==> config.mk <==
export PLATFORM = sky130hd
export DESIGN_NAME = gcode_field_tokenizer
export DESIGN_NICKNAME = d
export VERILOG_FILES = /design/src/rtl/core/gft_pkg.sv /design/src/rtl/core/gcode_field_tokenizer.sv
export SDC_FILE = /design/constraint.sdc
export NUM_CORES = 1
export LEC_CHECK = 0
export BUFFER_PORTS_ARGS = -buffer_cell sky130_fd_sc_hd__buf_4
export CAP_MARGIN = 25
export CORE_MARGIN = 3
export CORE_UTILIZATION = 30
export DETAILED_ROUTE_END_ITERATION = 16
export GPL_TIMING_DRIVEN = 0
export MAX_ROUTING_LAYER = met4
export SETUP_SLACK_MARGIN = 0.3
export SYNTH_ARGS = -nofsm -noshare
export SYNTH_HDL_FRONTEND = slang
export SYNTH_SLANG_ARGS = --single-unit
==> constraint.sdc <==
create_clock -name clk -period 9.6 [get_ports clk]
set_input_delay 0.96 -clock clk [delete_from_list [all_inputs] [get_ports clk]]
set_output_delay 0.96 -clock clk [all_outputs]
set_load 0.01 [all_outputs]
==> src/rtl/core/gft_pkg.sv <==
// ----------------------------------------------------------------------------
// gft_pkg: shared types and constants for the G-code field tokenizer
// Character codes, result kinds, phase codes and the result word layout.
// ----------------------------------------------------------------------------
package gft_pkg;

  // Characters the lexer reacts to
  localparam logic [7:0] CH_LPAREN = 8'h28;
  localparam logic [7:0] CH_RPAREN = 8'h29;
  localparam logic [7:0] CH_DOT    = 8'h2E;
  localparam logic [7:0] CH_MINUS  = 8'h2D;
  localparam logic [7:0] CH_0      = 8'h30;
  localparam logic [7:0] CH_9      = 8'h39;
  localparam logic [7:0] CH_A      = 8'h41;
  localparam logic [7:0] CH_Z      = 8'h5A;

  // Result kinds
  localparam logic [1:0] KIND_HEAD = 2'd0;
  localparam logic [1:0] KIND_ARG  = 2'd1;
  localparam logic [1:0] KIND_END  = 2'd2;

  localparam int          MASK_W     = 26;
  localparam logic [25:0] MASK_RESET = 26'd59212680;
  localparam int          MANT_W     = 48;

  // Output queue depth; an item may produce two words
  localparam int OUT_DEPTH = 3;

  // Lexer phase, one-hot
  typedef enum logic [2:0] {
    PH_IDLE   = 3'b001,
    PH_LETTER = 3'b010,
    PH_NUMBER = 3'b100
  } phase_t;

  // One result word
  typedef struct packed {
    logic [1:0]         kind;
    logic [7:0]         letter;
    logic               has_value;
    logic               is_fraction;
    logic [MANT_W-1:0]  mantissa;
    logic [3:0]         frac_digits;
    logic               digit_overflow;
    logic               malformed;
  } result_t;

  // Whitespace: space, tab, LF, VT, FF, CR
  function automatic logic is_blank(logic [7:0] c);
    return (c == 8'h20) || (c == 8'h09) || (c == 8'h0A) ||
           (c == 8'h0B) || (c == 8'h0C) || (c == 8'h0D);
  endfunction

  // Digit, point or minus
  function automatic logic is_num_char(logic [7:0] c);
    return ((c >= CH_0) && (c <= CH_9)) || (c == CH_DOT) || (c == CH_MINUS);
  endfunction

  // Ten to the n, minus one (elaboration only)
  function automatic logic [63:0] pow10_m1(int n);
    logic [63:0] v;
    v = 64'd1;
    for (int i = 0; i < n; i++) begin
      v = v * 64'd10;
    end
    return v - 64'd1;
  endfunction

endpackage

==> src/rtl/core/gcode_field_tokenizer.sv <==
// Each accepted byte's result words are registered in the output queue.
// Throughput: one byte per cycle while the queue has room, lexed in one
// combinational pass between the input handshake and a three-entry output
// queue. An end marker that closes a pending number yields two words,
// drained one per cycle; input stalls only while the queue holds two or more.
// Reset (synchronous, rst high) clears lexer state and queue, mask to default.
// ----------------------------------------------------------------------------
// gcode_field_tokenizer: G-code letter/number field lexer
// Skips comments and whitespace, forms letter-plus-number fields and gives
// each as letter, signed decimal mantissa, fraction digit count and kind.
// ----------------------------------------------------------------------------
module gcode_field_tokenizer
  import gft_pkg::*;
#(
  parameter int MANT_DIGITS = 14
) (
  input  logic              clk,
  input  logic              rst,
  // configuration write
  input  logic              cfg_valid,
  output logic              cfg_ready,
  input  logic [MASK_W-1:0] cfg_data,
  // text input
  input  logic              in_valid,
  output logic              in_ready,
  input  logic [7:0]        text_byte,
  input  logic              end_of_text,
  // result output
  output logic              out_valid,
  input  logic              out_ready,
  output logic [1:0]        kind,
  output logic [7:0]        letter,
  output logic              has_value,
  output logic              is_fraction,
  output logic signed [MANT_W-1:0] mantissa,
  output logic [3:0]        frac_digits,
  output logic              digit_overflow,
  output logic              malformed
);

  localparam logic [63:0] MANT_LIMIT  = pow10_m1(MANT_DIGITS);
  localparam int          ACC_W       = $clog2(MANT_LIMIT + 64'd1);
  localparam int          PW          = ACC_W + 4;
  localparam int          MW          = (ACC_W > MANT_W) ? ACC_W : MANT_W;
  localparam int          FRAC_LIMIT  = (MANT_DIGITS < 15) ? MANT_DIGITS : 15;
  localparam logic [PW-1:0] LIM_P     = PW'(MANT_LIMIT);
  localparam logic [3:0]  FRAC_LIM4   = 4'(FRAC_LIMIT);

  // Number accumulator state
  typedef struct packed {
    logic             neg;
    logic [ACC_W-1:0] acc;
    logic [3:0]       frac;
    logic             point_seen;
    logic             any_point;
    logic             stopped;
    logic             digit_seen;
    logic             ovf;
  } num_t;

  localparam num_t NUM_CLEAR = '0;

  // Fold one number character into the accumulator
  function automatic num_t take_char(num_t s, logic [7:0] c, logic first);
    num_t          r;
    logic [3:0]    d;
    logic [PW-1:0] prod;
    r    = s;
    d    = 4'(c - CH_0);
    prod = (PW'(s.acc) << 3) + (PW'(s.acc) << 1) + PW'(d);
    if (c == CH_DOT) r.any_point = 1'b1;
    if (!s.stopped) begin
      if (c == CH_MINUS) begin
        if (first) r.neg = 1'b1;
        else       r.stopped = 1'b1;
      end else if (c == CH_DOT) begin
        if (s.point_seen) r.stopped = 1'b1;
        else              r.point_seen = 1'b1;
      end else begin
        r.digit_seen = 1'b1;
        if (!s.ovf) begin
          if ((prod > LIM_P) || (s.point_seen && (s.frac >= FRAC_LIM4))) begin
            r.ovf = 1'b1;
          end else begin
            r.acc = prod[ACC_W-1:0];
            if (s.point_seen) r.frac = s.frac + 4'd1;
          end
        end
      end
    end
    return r;
  endfunction

  // Lexer state
  phase_t            phase, phase_next;
  logic              in_comment, in_comment_next;
  logic [7:0]        held_letter, held_letter_next;
  num_t              num, num_next;
  logic              first_field, first_field_next;
  logic [MASK_W-1:0] letter_mask;

  // Output queue
  result_t     q_mem [OUT_DEPTH];
  logic [1:0]  wr_ptr, rd_ptr;
  logic [1:0]  count;

  logic        in_fire, out_fire;
  logic [1:0]  push_n;
  result_t     res0, res1;
  result_t     field_nv, field_v, end_word;
  num_t        num_in, num_taken;
  logic        is_arg;
  logic [7:0]  letter_off;
  logic [MW-1:0] mag_ext, mant_ext;

  assign in_fire   = in_valid && in_ready;
  assign out_fire  = out_valid && out_ready;
  assign in_ready  = (count <= 2'd1);
  assign out_valid = (count != 2'd0);
  assign cfg_ready = 1'b1;

  // Mask register
  always_ff @(posedge clk) begin
    if (rst) begin
      letter_mask <= MASK_RESET;
    end else if (cfg_valid && cfg_ready) begin
      letter_mask <= cfg_data;
    end
  end

  // Field words built from current state
  always_comb begin
    letter_off = held_letter - CH_A;
    is_arg     = (held_letter >= CH_A) && (held_letter <= CH_Z) &&
                 letter_mask[letter_off[4:0]] && !first_field;
    mag_ext    = MW'(num.acc);
    mant_ext   = num.neg ? (~mag_ext + MW'(1)) : mag_ext;

    field_nv        = '0;
    field_nv.kind   = is_arg ? KIND_ARG : KIND_HEAD;
    field_nv.letter = held_letter;

    field_v                = field_nv;
    field_v.has_value      = 1'b1;
    field_v.is_fraction    = num.any_point;
    field_v.mantissa       = mant_ext[MANT_W-1:0];
    field_v.frac_digits    = num.frac;
    field_v.digit_overflow = num.ovf;
    field_v.malformed      = !num.digit_seen;

    end_word      = '0;
    end_word.kind = KIND_END;
  end

  // Next-state and result selection for one byte
  always_comb begin
    phase_next       = phase;
    in_comment_next  = in_comment;
    held_letter_next = held_letter;
    num_next         = num;
    first_field_next = first_field;
    res0             = end_word;
    res1             = end_word;
    push_n           = 2'd0;

    num_in    = (phase == PH_LETTER) ? NUM_CLEAR : num;
    num_taken = take_char(num_in, text_byte, (phase == PH_LETTER));

    if (in_fire) begin
      if (end_of_text) begin
        // flush pending number, then end marker; back to stream start
        if (phase == PH_NUMBER) begin
          res0   = field_v;
          push_n = 2'd2;
        end else begin
          push_n = 2'd1;
        end
        phase_next       = PH_IDLE;
        in_comment_next  = 1'b0;
        held_letter_next = 8'h00;
        num_next         = NUM_CLEAR;
        first_field_next = 1'b1;
      end else if (in_comment) begin
        if (text_byte == CH_RPAREN) in_comment_next = 1'b0;
      end else if (text_byte == CH_LPAREN) begin
        in_comment_next = 1'b1;
      end else begin
        case (phase)
          PH_IDLE: begin
            if (!is_blank(text_byte)) begin
              held_letter_next = text_byte;
              phase_next       = PH_LETTER;
            end
          end
          PH_LETTER: begin
            if (is_blank(text_byte)) begin
              phase_next = PH_LETTER;
            end else if (is_num_char(text_byte)) begin
              num_next   = num_taken;
              phase_next = PH_NUMBER;
            end else begin
              // letter with no value; this byte is the next letter
              res0             = field_nv;
              push_n           = 2'd1;
              first_field_next = 1'b0;
              num_next         = NUM_CLEAR;
              held_letter_next = text_byte;
            end
          end
          PH_NUMBER: begin
            if (is_num_char(text_byte)) begin
              num_next = num_taken;
            end else begin
              res0             = field_v;
              push_n           = 2'd1;
              first_field_next = 1'b0;
              num_next         = NUM_CLEAR;
              if (is_blank(text_byte)) begin
                phase_next = PH_IDLE;
              end else begin
                held_letter_next = text_byte;
                phase_next       = PH_LETTER;
              end
            end
          end
          default: begin
            phase_next = PH_IDLE;
          end
        endcase
      end
    end
  end

  // Lexer state registers
  always_ff @(posedge clk) begin
    if (rst) begin
      phase       <= PH_IDLE;
      in_comment  <= 1'b0;
      held_letter <= 8'h00;
      num         <= NUM_CLEAR;
      first_field <= 1'b1;
    end else begin
      phase       <= phase_next;
      in_comment  <= in_comment_next;
      held_letter <= held_letter_next;
      num         <= num_next;
      first_field <= first_field_next;
    end
  end

  // Queue pointer step, modulo depth
  function automatic logic [1:0] ptr_inc(logic [1:0] p);
    return (p == 2'(OUT_DEPTH - 1)) ? 2'd0 : p + 2'd1;
  endfunction

  // Output queue storage
  always_ff @(posedge clk) begin
    if (push_n != 2'd0) q_mem[wr_ptr] <= res0;
    if (push_n == 2'd2) q_mem[ptr_inc(wr_ptr)] <= res1;
  end

  // Output queue control
  always_ff @(posedge clk) begin
    if (rst) begin
      wr_ptr <= 2'd0;
      rd_ptr <= 2'd0;
      count  <= 2'd0;
    end else begin
      if (push_n == 2'd1)      wr_ptr <= ptr_inc(wr_ptr);
      else if (push_n == 2'd2) wr_ptr <= ptr_inc(ptr_inc(wr_ptr));
      if (out_fire) rd_ptr <= ptr_inc(rd_ptr);
      count <= count + push_n - {1'b0, out_fire};
    end
  end

  // Head word to ports
  assign kind           = q_mem[rd_ptr].kind;
  assign letter         = q_mem[rd_ptr].letter;
  assign has_value      = q_mem[rd_ptr].has_value;
  assign is_fraction    = q_mem[rd_ptr].is_fraction;
  assign mantissa       = q_mem[rd_ptr].mantissa;
  assign frac_digits    = q_mem[rd_ptr].frac_digits;
  assign digit_overflow = q_mem[rd_ptr].digit_overflow;
  assign malformed      = q_mem[rd_ptr].malformed;

`ifndef SYNTHESIS
  // queue never holds more than its depth
  a_count_bound: assert property (@(posedge clk) disable iff (rst)
    count <= 2'(OUT_DEPTH))
    else $error("output queue overfilled");

  // end of text returns the lexer to stream start
  a_end_resets: assert property (@(posedge clk) disable iff (rst)
    (in_fire && end_of_text) |=> (phase == PH_IDLE) && first_field && !in_comment)
    else $error("lexer not reset after end of text");

  // end while in a number queues both the field and the end marker
  a_end_two_words: assert property (@(posedge clk) disable iff (rst)
    (in_fire && end_of_text && (phase == PH_NUMBER) && !out_fire)
      |=> (count == $past(count) + 2'd2))
    else $error("pending number not flushed with end marker");

  // a word is only queued by an accepted byte
  a_push_needs_fire: assert property (@(posedge clk) disable iff (rst)
    (!in_fire && !out_fire) |=> $stable(count))
    else $error("queue changed with no handshake");
`endif

endmodule
**Word-level counts from Yosys, hierarchy flattened**

Memories as Yosys holds them, arrays and structs flattened. A register that Yosys moved wholly into a read port is not among the register bits.
Index checks and enable logic that the tools add are counted.

- Bitwise gates (word level): 1
- Eq/ne operators: 25
- Muxes and demuxes: 85
- Reduce and logical (&&, ||, !) cells: 25
- Shift-type cells: 0
- $mul: 0
- $add $sub $neg: 11
- Magnitude comparators: 8
- Div/mod/pow operators: 0

Operators by type and width:

| cell | number |
|---|---|
| $mux 66 | 8 |
| $mux 57 | 6 |
| $mux 51 | 3 |
| $pmux 66 s2 | 1 |
| $pmux 57 s2 | 1 |
| $mux 8 | 7 |
| $mux 53 | 1 |
| $mux 52 | 1 |
| $add 50x48->51 | 1 |
| $add 51x4->51 | 1 |
| $gt 51x47->1 const B | 1 |
| $add 48x1->48 const B | 1 |
| $mux 48 | 1 |
| $not 47->48 | 1 |
| $eq 8x4->1 const B | 5 |
| $eq 8x6->1 const B | 5 |
| $mux 1 | 29 |
| $mux 2 | 13 |
| $mux 3 | 8 |
| $pmux 8 s3 | 1 |
| $ne 3x3->1 const B | 4 |
| $pmux 3 s3 | 1 |
| $eq 2x2->1 const B | 4 |
| $ge 8x6->1 const B | 1 |
| 30 further kinds | 50 |

- ROM bits: 0
- Memory bits (writable): 198
- Memories: 1
- Output and inout port bits: 69
- Input bits: 40
- Flip-flop bits (word level): 102
- Word-level logic and storage cells: 172
- Latch bits: 0

Memories:

| name | words | bits a word | read ports | clocked after memory_dff | write ports | line | source |
|---|---|---|---|---|---|---|---|
| q_mem | 3 | 66 | 1 | 1 | 2 | gcode_field_tokenizer.sv:103 | `result_t q_mem [OUT_DEPTH];` |

**Depth between registers and ports, before layout**

Gate-level depths: netlist of run 1.

- Word-level depth: 17
- Gate-level depth with buffers: 23
- Mapped depth without buffers: 18

**Worst setup path before layout of run 1**

Ideal clock, no wire load.

- Kind: flip-flop to flip-flop
- From: register phase[2]
- To: register num (netlist bit field_v[4])
- Data required time: 9.530 ns
- Arrival: 5.618 ns
- Slack: 3.912 ns
- Library setup time: 0.070 ns
- Cell stages (with the launch flop): 23
- Cell sequence: dfxtp_1 > clkbuf_1 > or3b_2 > clkbuf_1 > clkbuf_1 > clkbuf_1 > and2_1 > ha_1 > fa_1 > a211oi_1 > o21ai_0 > a22o_1 > o211a_1 > or2_2 > a311oi_1 > nor3_1 > and4_1 > a211o_1 > and2_1 > clkbuf_1 > buf_2 > o41ai_1 > a21boi_1

- Longest elaborated chain between the ends: 17
- Elaborated cells between the ends (all ways): 25

RTL lines:

| element | line | source |
|---|---|---|
| from (decl) | gcode_field_tokenizer.sv:95 | `phase_t phase, phase_next;` |
| from (signal assigned) | gcode_field_tokenizer.sv:243 | `phase <= phase_next;` |
| $eq 3x2->1 | gcode_field_tokenizer.sv:166, gcode_field_tokenizer.sv:188 |  |
| $mux 57 | gcode_field_tokenizer.sv:166 | `num_in = (phase == PH_LETTER) ? NUM_CLEAR : num;` |
| $add 50x48->51 | gcode_field_tokenizer.sv:70 | `prod = (PW'(s.acc) << 3) + (PW'(s.acc) << 1) + PW'(d);` |
| $add 51x4->51 | gcode_field_tokenizer.sv:70 |  |
| $gt 51x47->1 | gcode_field_tokenizer.sv:82 | `if ((prod > LIM_P) \|\| (s.point_seen && (s.frac >= FRAC_LIM4))) begin` |
| $logic_or 1x1->1 | gcode_field_tokenizer.sv:82 |  |
| $mux 51 | gcode_field_tokenizer.sv:82 |  |
| $mux 51 | gcode_field_tokenizer.sv:81 | `if (!s.ovf) begin` |
| $mux 51 | gcode_field_tokenizer.sv:76 | `end else if (c == CH_DOT) begin` |
| $mux 52 | gcode_field_tokenizer.sv:73 | `if (c == CH_MINUS) begin` |
| $mux 53 | gcode_field_tokenizer.sv:72 | `if (!s.stopped) begin` |
| $mux 57 | gcode_field_tokenizer.sv:198, gcode_field_tokenizer.sv:211 |  |
| $mux 57 | gcode_field_tokenizer.sv:196 | `if (is_blank(text_byte)) begin` |
| $pmux 57 s2 | gcode_field_tokenizer.sv:188 | `case (phase)` |
| $mux 57 | gcode_field_tokenizer.sv:185 | `end else if (text_byte == CH_LPAREN) begin` |
| $mux 57 | gcode_field_tokenizer.sv:183 | `end else if (in_comment) begin` |
| $mux 57 | gcode_field_tokenizer.sv:170 | `if (end_of_text) begin` |
| to (signal assigned) | gcode_field_tokenizer.sv:246 | `num <= num_next;` |
| to (decl) | gcode_field_tokenizer.sv:98 | `num_t num, num_next;` |

Parallel ways exist; a longest one is shown, timed or not. The select of a mux whose other input is x is not followed.
A chain may end at the register's enable or synchronous reset.

**Worst setup path after layout of run 1**

- From: register phase[2]
- To: register num (netlist bit mag_ext[2])

Same word-level chain as after synthesis.

==> results.toml, run 1 <==
[run_status]
status = "complete, no violations"

[placed_design]
portBuffers = 103
gp_congestion = 0.910
hpwlAfterDp_mm = 46.9

[logic_synthesis]
synth_warnings = 0
async_reset_ff_frac = 0
ys_seq_area_frac = 0.329
synth_cells = 2428
synth_top_area_share = 0.329
synth-seq-cells = 302
synth_area_leaders = "dfxtp_1 33%, nand2_1 11%, a21oi_1 8.1%"
syn_area_per_cell_um2 = 7.58
synth_largest_area_cell = "dfxtp_1"
synthFlopType = "dfxtp_1"
synth-edff-count = 0
syn_nets = 2572
netlist_area_um2 = 18400
ys_types = 85

[worst_setup_path]
crit_type = "reg -> reg"
worstPathRequired_ns = 10.07
crit_arrival_ns = 8.26
path_cells = "clkbuf_1, or3b_2, clkbuf_1, clkbuf_1, clkbuf_1, and2_1, ha_1, fa_1, a211oi_1, o211ai_1, a21oi_2, nor4_1, or2_2, o311ai_0, nand3_1, nor4_1, nand3b_1, and2_1, clkbuf_1, nor2_2, buf_2, a22o_1"
cp-start-kind = "flop"
crit_fanout = 10
slowest_delay_ns = 0.81
critPathSlowestCell = "o311ai_0"
cp-end-kind = "flop"
cpMostUsedCell = "clkbuf_1"

[sta]
finalSetupViolations = 0
period_minus_slack_ns = 7.79
max_freq_mhz = 128
rsz0062_at_grt = "false"
hold_violations = 0
clock-skew-final_ns = 0.0138
post-route-period-util = 0.811
setup_tns_ns = 0
relSlewSlack = 0.333
tightest_slew_ns = 0.988
maxSlewViolCount = 0

[cells_and_area]
fillers = 6321
regArea_um2 = 6050
area_growth_syn_to_layout_pct = 16.2
nets = 2715
drive_gt1_frac = 0.0809
multi_input_area_um2 = 11600

[clocking]
cts_setup_buffers = 0
clockBufferDepth = 3
cts_hold_buf = 0
cts_max_level = 2
numCtsBuffers = 34
cts_tree = "done"
cts_sinks = 302
clkTransAtPathRegs_ns = 0.06
clk_latency_ns = 0.54
cts_resized = 0
clockRootBuffer = "clkbuf_16"

[routing]
drtIter0Drc = 1217
final_antenna_net_count = 0
vias = 17900
drc = 0
first_pass_iters = 5
wl_per_cell_um = 17.9
drt-vias-per-instance = 5.29
finalWirelength_mm = 60.5

[global_routing]
gr-total-overflow = 0
grt_antenna_before_repair = 1
grt_pass1_vias = 16700
grt_max_degree = 15
grt_pass1_wl_mm = 94.3
grtUsageTotal = 0.188

[power]
total_power_uw = 3080
irDropWorstVdd_uv = 102
power_density_nw_per_um2 = 144
p_leak_uw = 0.00814

[floorplanning]
fp-row-count = 90
initial_utilization = 0.304
die_height_um = 254
io_pins = 109
core_area_um2 = 60500
die_x_um = 254
die-area_um2 = 64300

[min_path]
min_path_type = "reg -> reg"

[job]
cap_viol_max_count = 0
per-layer routing:
metal  GRT usage  routed length [um]  vias up
met5           -                   0        -
li1            -                   -     8900
met4      0.0495                1270        0
met1       0.253               28200     8442
met3      0.0202                3230       72
met2       0.301               27800      460
critical path: cells and delay by family, from the launching register on:
kind / cells / cell delay, ns
DFF: 1 / 0.31
AOI/OAI and AO/OA: 5 / 2.05
and+or+nand+nor: 9 / 2.44
buffers and inverters: 6 / 2.14
adders and majority gates: 2 / 0.76
metrics by stage:
step	hold slack, ns	instances	util	area [um^2]	setup slack [ns]
finish	0.453	3381	0.354	21400	1.81
global placement	0.441	3313	0.333	20200	1.74
CTS	0.454	3379	0.353	21400	2.01
global route	0.470	3380	0.354	21400	1.38
detailed placement	0.446	3317	0.334	20200	2.04
floorplan	0.435	2428	-	18400	3.91
power breakdown:
part           switching (uW)  internal [uW]  total [uW]
Clock                     560            847        1410
Sequential               21.7           1280        1300
Combinational             232            137         369
state kept, by name (all words and copies together), names as in the netlist, named ones only:
name	count
q_mem	198
mag_ext	47
letter_mask	26
held_letter	8
field_v	6
num	4
phase	3
count	2
rd_ptr	2
wr_ptr	2
first_field	1
in_comment	1
final timing paths:
kind	startpoint	end	slack [ns]	cells past startpoint
worst min-delay path	q_mem[1][17]	q_mem[1][17]	0.45	2
worst max register to register	phase[2]	mag_ext[2]	1.81	22
worst min register to register	q_mem[1][17]	q_mem[1][17]	0.45	2
worst max-delay path	phase[2]	mag_ext[2]	1.81	22
synth_stat cells, drive strengths merged (34+ instances only):
| cell type | number |
|---|---|
| and2 | 54 |
| nor3 | 39 |
| ha | 103 |
| dfxtp | 302 |
| nand3 | 79 |
| a21oi | 298 |
| o21ai | 143 |
| clkbuf | 138 |
| nand2 | 515 |
| xor2 | 48 |
| nor2 | 152 |
| inv | 34 |
| mux2i | 87 |
placed cells by master (no fill, tap or decap), types with 7 or more instances in the layout:
cell	n
nand2_1	515
dfxtp_1	302
a21oi_1	297
nor2_1	151
clkbuf_1	143
o21ai_0	135
buf_4	106
ha_1	103
mux2i_1	87
nand3_1	79
and2_1	54
xor2_1	48
nor3_1	39
inv_1	34
clkbuf_16	34
nor2b_1	28
a22o_1	28
xnor2_1	27
nand4_1	22
a211o_1	21
o211ai_1	20
buf_1	18
nor4_1	15
o31ai_1	15
or3_1	13
nand2b_1	12
o21bai_1	12
a31oi_1	11
a211oi_1	11
or4_1	10
a21o_1	9
buf_2	9
o2bb2ai_1	9
o21ai_1	8
nor3b_1	7
and3_1	7
mux4_2	7
area by class of cell:
class	count	share of cell area
multi-input cells	1928	0.543
flip-flops and latches	302	0.283
well taps	782	0.0458
clock buffers	42	0.0426
repair buffers	107	0.0373
plain buffers	164	0.0294
clock inverters	20	0.0134
inverters	34	0.00597
diodes	2	0.000234
kinds of logic after synthesis:
logic type | synth area share
buf+inv | 0.0411
other cells | 0.000204
compound gates | 0.219
flops | 0.329
xor+xnor | 0.0357
simple gates | 0.245
mux | 0.0590
fa+ha+maj | 0.0711
(Power assumes the default switching activity.)
==> run 2: changes to the inputs <==
==> constraint.sdc (replaced) <==
create_clock -name clk -period 6.4 [get_ports clk]
set_input_delay 0.64 -clock clk [delete_from_list [all_inputs] [get_ports clk]]
set_output_delay 0.64 -clock clk [all_outputs]
set_load 0.01 [all_outputs]
==> results.toml, run 2 (same netlist as run 1, synthesis figures left out) <==
[run_status]
status = "complete, no violations"

[sta]
finalSetupViolations = 0
max_freq_mhz = 167
setup_tns_ns = 0
maxSlewViolCount = 0
rsz0062_at_grt = "false"
tightest_slew_ns = 0.886
worst_hold_slack_ns = 0.321
hold_violations = 0
post-route-period-util = 0.936
period_minus_slack_ns = 5.99
clock-skew-final_ns = 0.0134
relSlewSlack = 0.410

[power]
p_int_uw = 3400
clkPwrFrac = 0.457
total_power_uw = 4620
p_switching_uw = 1220
power_density_nw_per_um2 = 210
comb_power_share = 0.121
irDropWorstVdd_uv = 156
p_leak_uw = 0.00847
seqPwrFrac = 0.422
power_switching_share = 0.265

[cells_and_area]
nets = 2740
final_cell_area_um2 = 22000
regMostFlops = "q_mem"
final_util = 0.364
area_growth_syn_to_layout_pct = 19.7
final_cell_mix = "512 x nand2_1, 302 x dfxtp_1, 286 x a21oi_1, 150 x nor2_1, 137 x buf_4"
final_common_cell = "nand2_1"
drive_gt1_frac = 0.123
largest_reg_flops = 198

[job]
cap_viol_max_count = 0

[floorplanning]
die-area_um2 = 64300
core_area_um2 = 60500
io_pins = 109
initial_utilization = 0.304
die_x_um = 254
fp-row-count = 90
die_height_um = 254

[global_routing]
grtUsageTotal = 0.189
gr-total-overflow = 0
grt_pass1_vias = 16900
grt_max_degree = 15
grt_pass1_wl_mm = 94.8
grt_antenna_before_repair = 1

[worst_setup_path]
crit_type = "reg -> reg"
cp-end-kind = "flop"
crit_fanout = 10
cp-start-kind = "flop"
worstPathRequired_ns = 6.87
crit_arrival_ns = 6.46

[routing]
wl_per_cell_um = 18.0
drc = 0
drt-vias-per-instance = 5.30
finalWirelength_mm = 61.3
final_antenna_net_count = 0
first_pass_iters = 5
drtIter0Drc = 1165
vias = 18100

[clocking]
clk_latency_ns = 0.54
clockBufferDepth = 3
clkTransAtPathRegs_ns = 0.06
cts_sinks = 302
cts_hold_buf = 0
numCtsBuffers = 34
cts_tree = "done"
cts_max_level = 2
clockRootBuffer = "clkbuf_16"

[placed_design]
place_area_um2 = 20200
portBuffers = 103
hpwlAfterDp_mm = 46.9
gp_congestion = 0.910

[min_path]
min_path_type = "in -> reg"
==> run 2: worst max-delay path, stage by stage (launching register included) <==
cell and delay (ns):
dfxtp_1 0.30, buf_2 0.16, or3b_4 0.42, buf_4 0.19
clkbuf_8 0.18, buf_4 0.17, and2_1 0.19, ha_1 0.35
fa_2 0.42, a211oi_4 0.25, o211ai_1 0.23, a21oi_2 0.23
buf_4 0.16, nor4_2 0.05, or2_2 0.28, o311ai_2 0.44
nand3_1 0.16, nor4_2 0.36, nand3b_1 0.30, and2_1 0.23
clkbuf_4 0.19, buf_6 0.16, o41ai_2 0.29, a21boi_2 0.19
==> run 2: worst paths after layout <==
kind | startpoint | cells after the start | slack [ns] | end
setup reg to reg | phase[2] | 23 | 0.41 | field_v[4]
hold reg to reg | q_mem[0][53] | 2 | 0.45 | q_mem[0][53]
setup / recovery | phase[2] | 23 | 0.41 | field_v[4]
hold / removal | cfg_data[25] | 2 | 0.32 | letter_mask[25]
==> run 2: per-layer routing <==
layer,up-vias,GRT usage,wire (um)
met4,0,0.0495,1300
met3,74,0.0205,3530
met5,-,-,0
li1,8959,-,-
met2,518,0.304,28300
met1,8511,0.253,28100
==> run 2: metrics by stage <==
step / setup slack, ns / instances
finish: 0.408 / 3406
global route: 0.240 / 3405
CTS: 0.306 / 3393
detailed placement: -1.16 / 3317
global placement: -1.46 / 3313
floorplan: 0.712 / 2428
==> run 2: area by class of cell <==
type / count / area (um^2)
Timing Repair Buffer: 132 / 986
Sequential cell: 302 / 6050
Multi-Input combinational cell: 1928 / 12000
Clock inverter: 20 / 287
Tap cell: 782 / 978
Clock buffer: 42 / 911
Antenna cell: 2 / 5.00
Fill cell: 6267 / 38400
Inverter: 34 / 128
Buffer: 164 / 698
==> run 2: power groups by stage <==
stage               Sequential [uW]  Clock (uW)  Combinational, uW
finish                         1950        2110                560
global route                   1960        2220                609
CTS                            1950        2140                557
detailed placement             1990           0                552
global placement               1990           0                550
floorplan                      1980           0                380
==> run 2: what timing repair did <==
| action | in CTS | in global routing |
|---|---|---|
| endpoints found under the setup margin | 52 | 51 |
| buffers inserted | 14 | 11 |
| pin swaps | 14 | 21 |
| resized for setup | 60 | 84 |
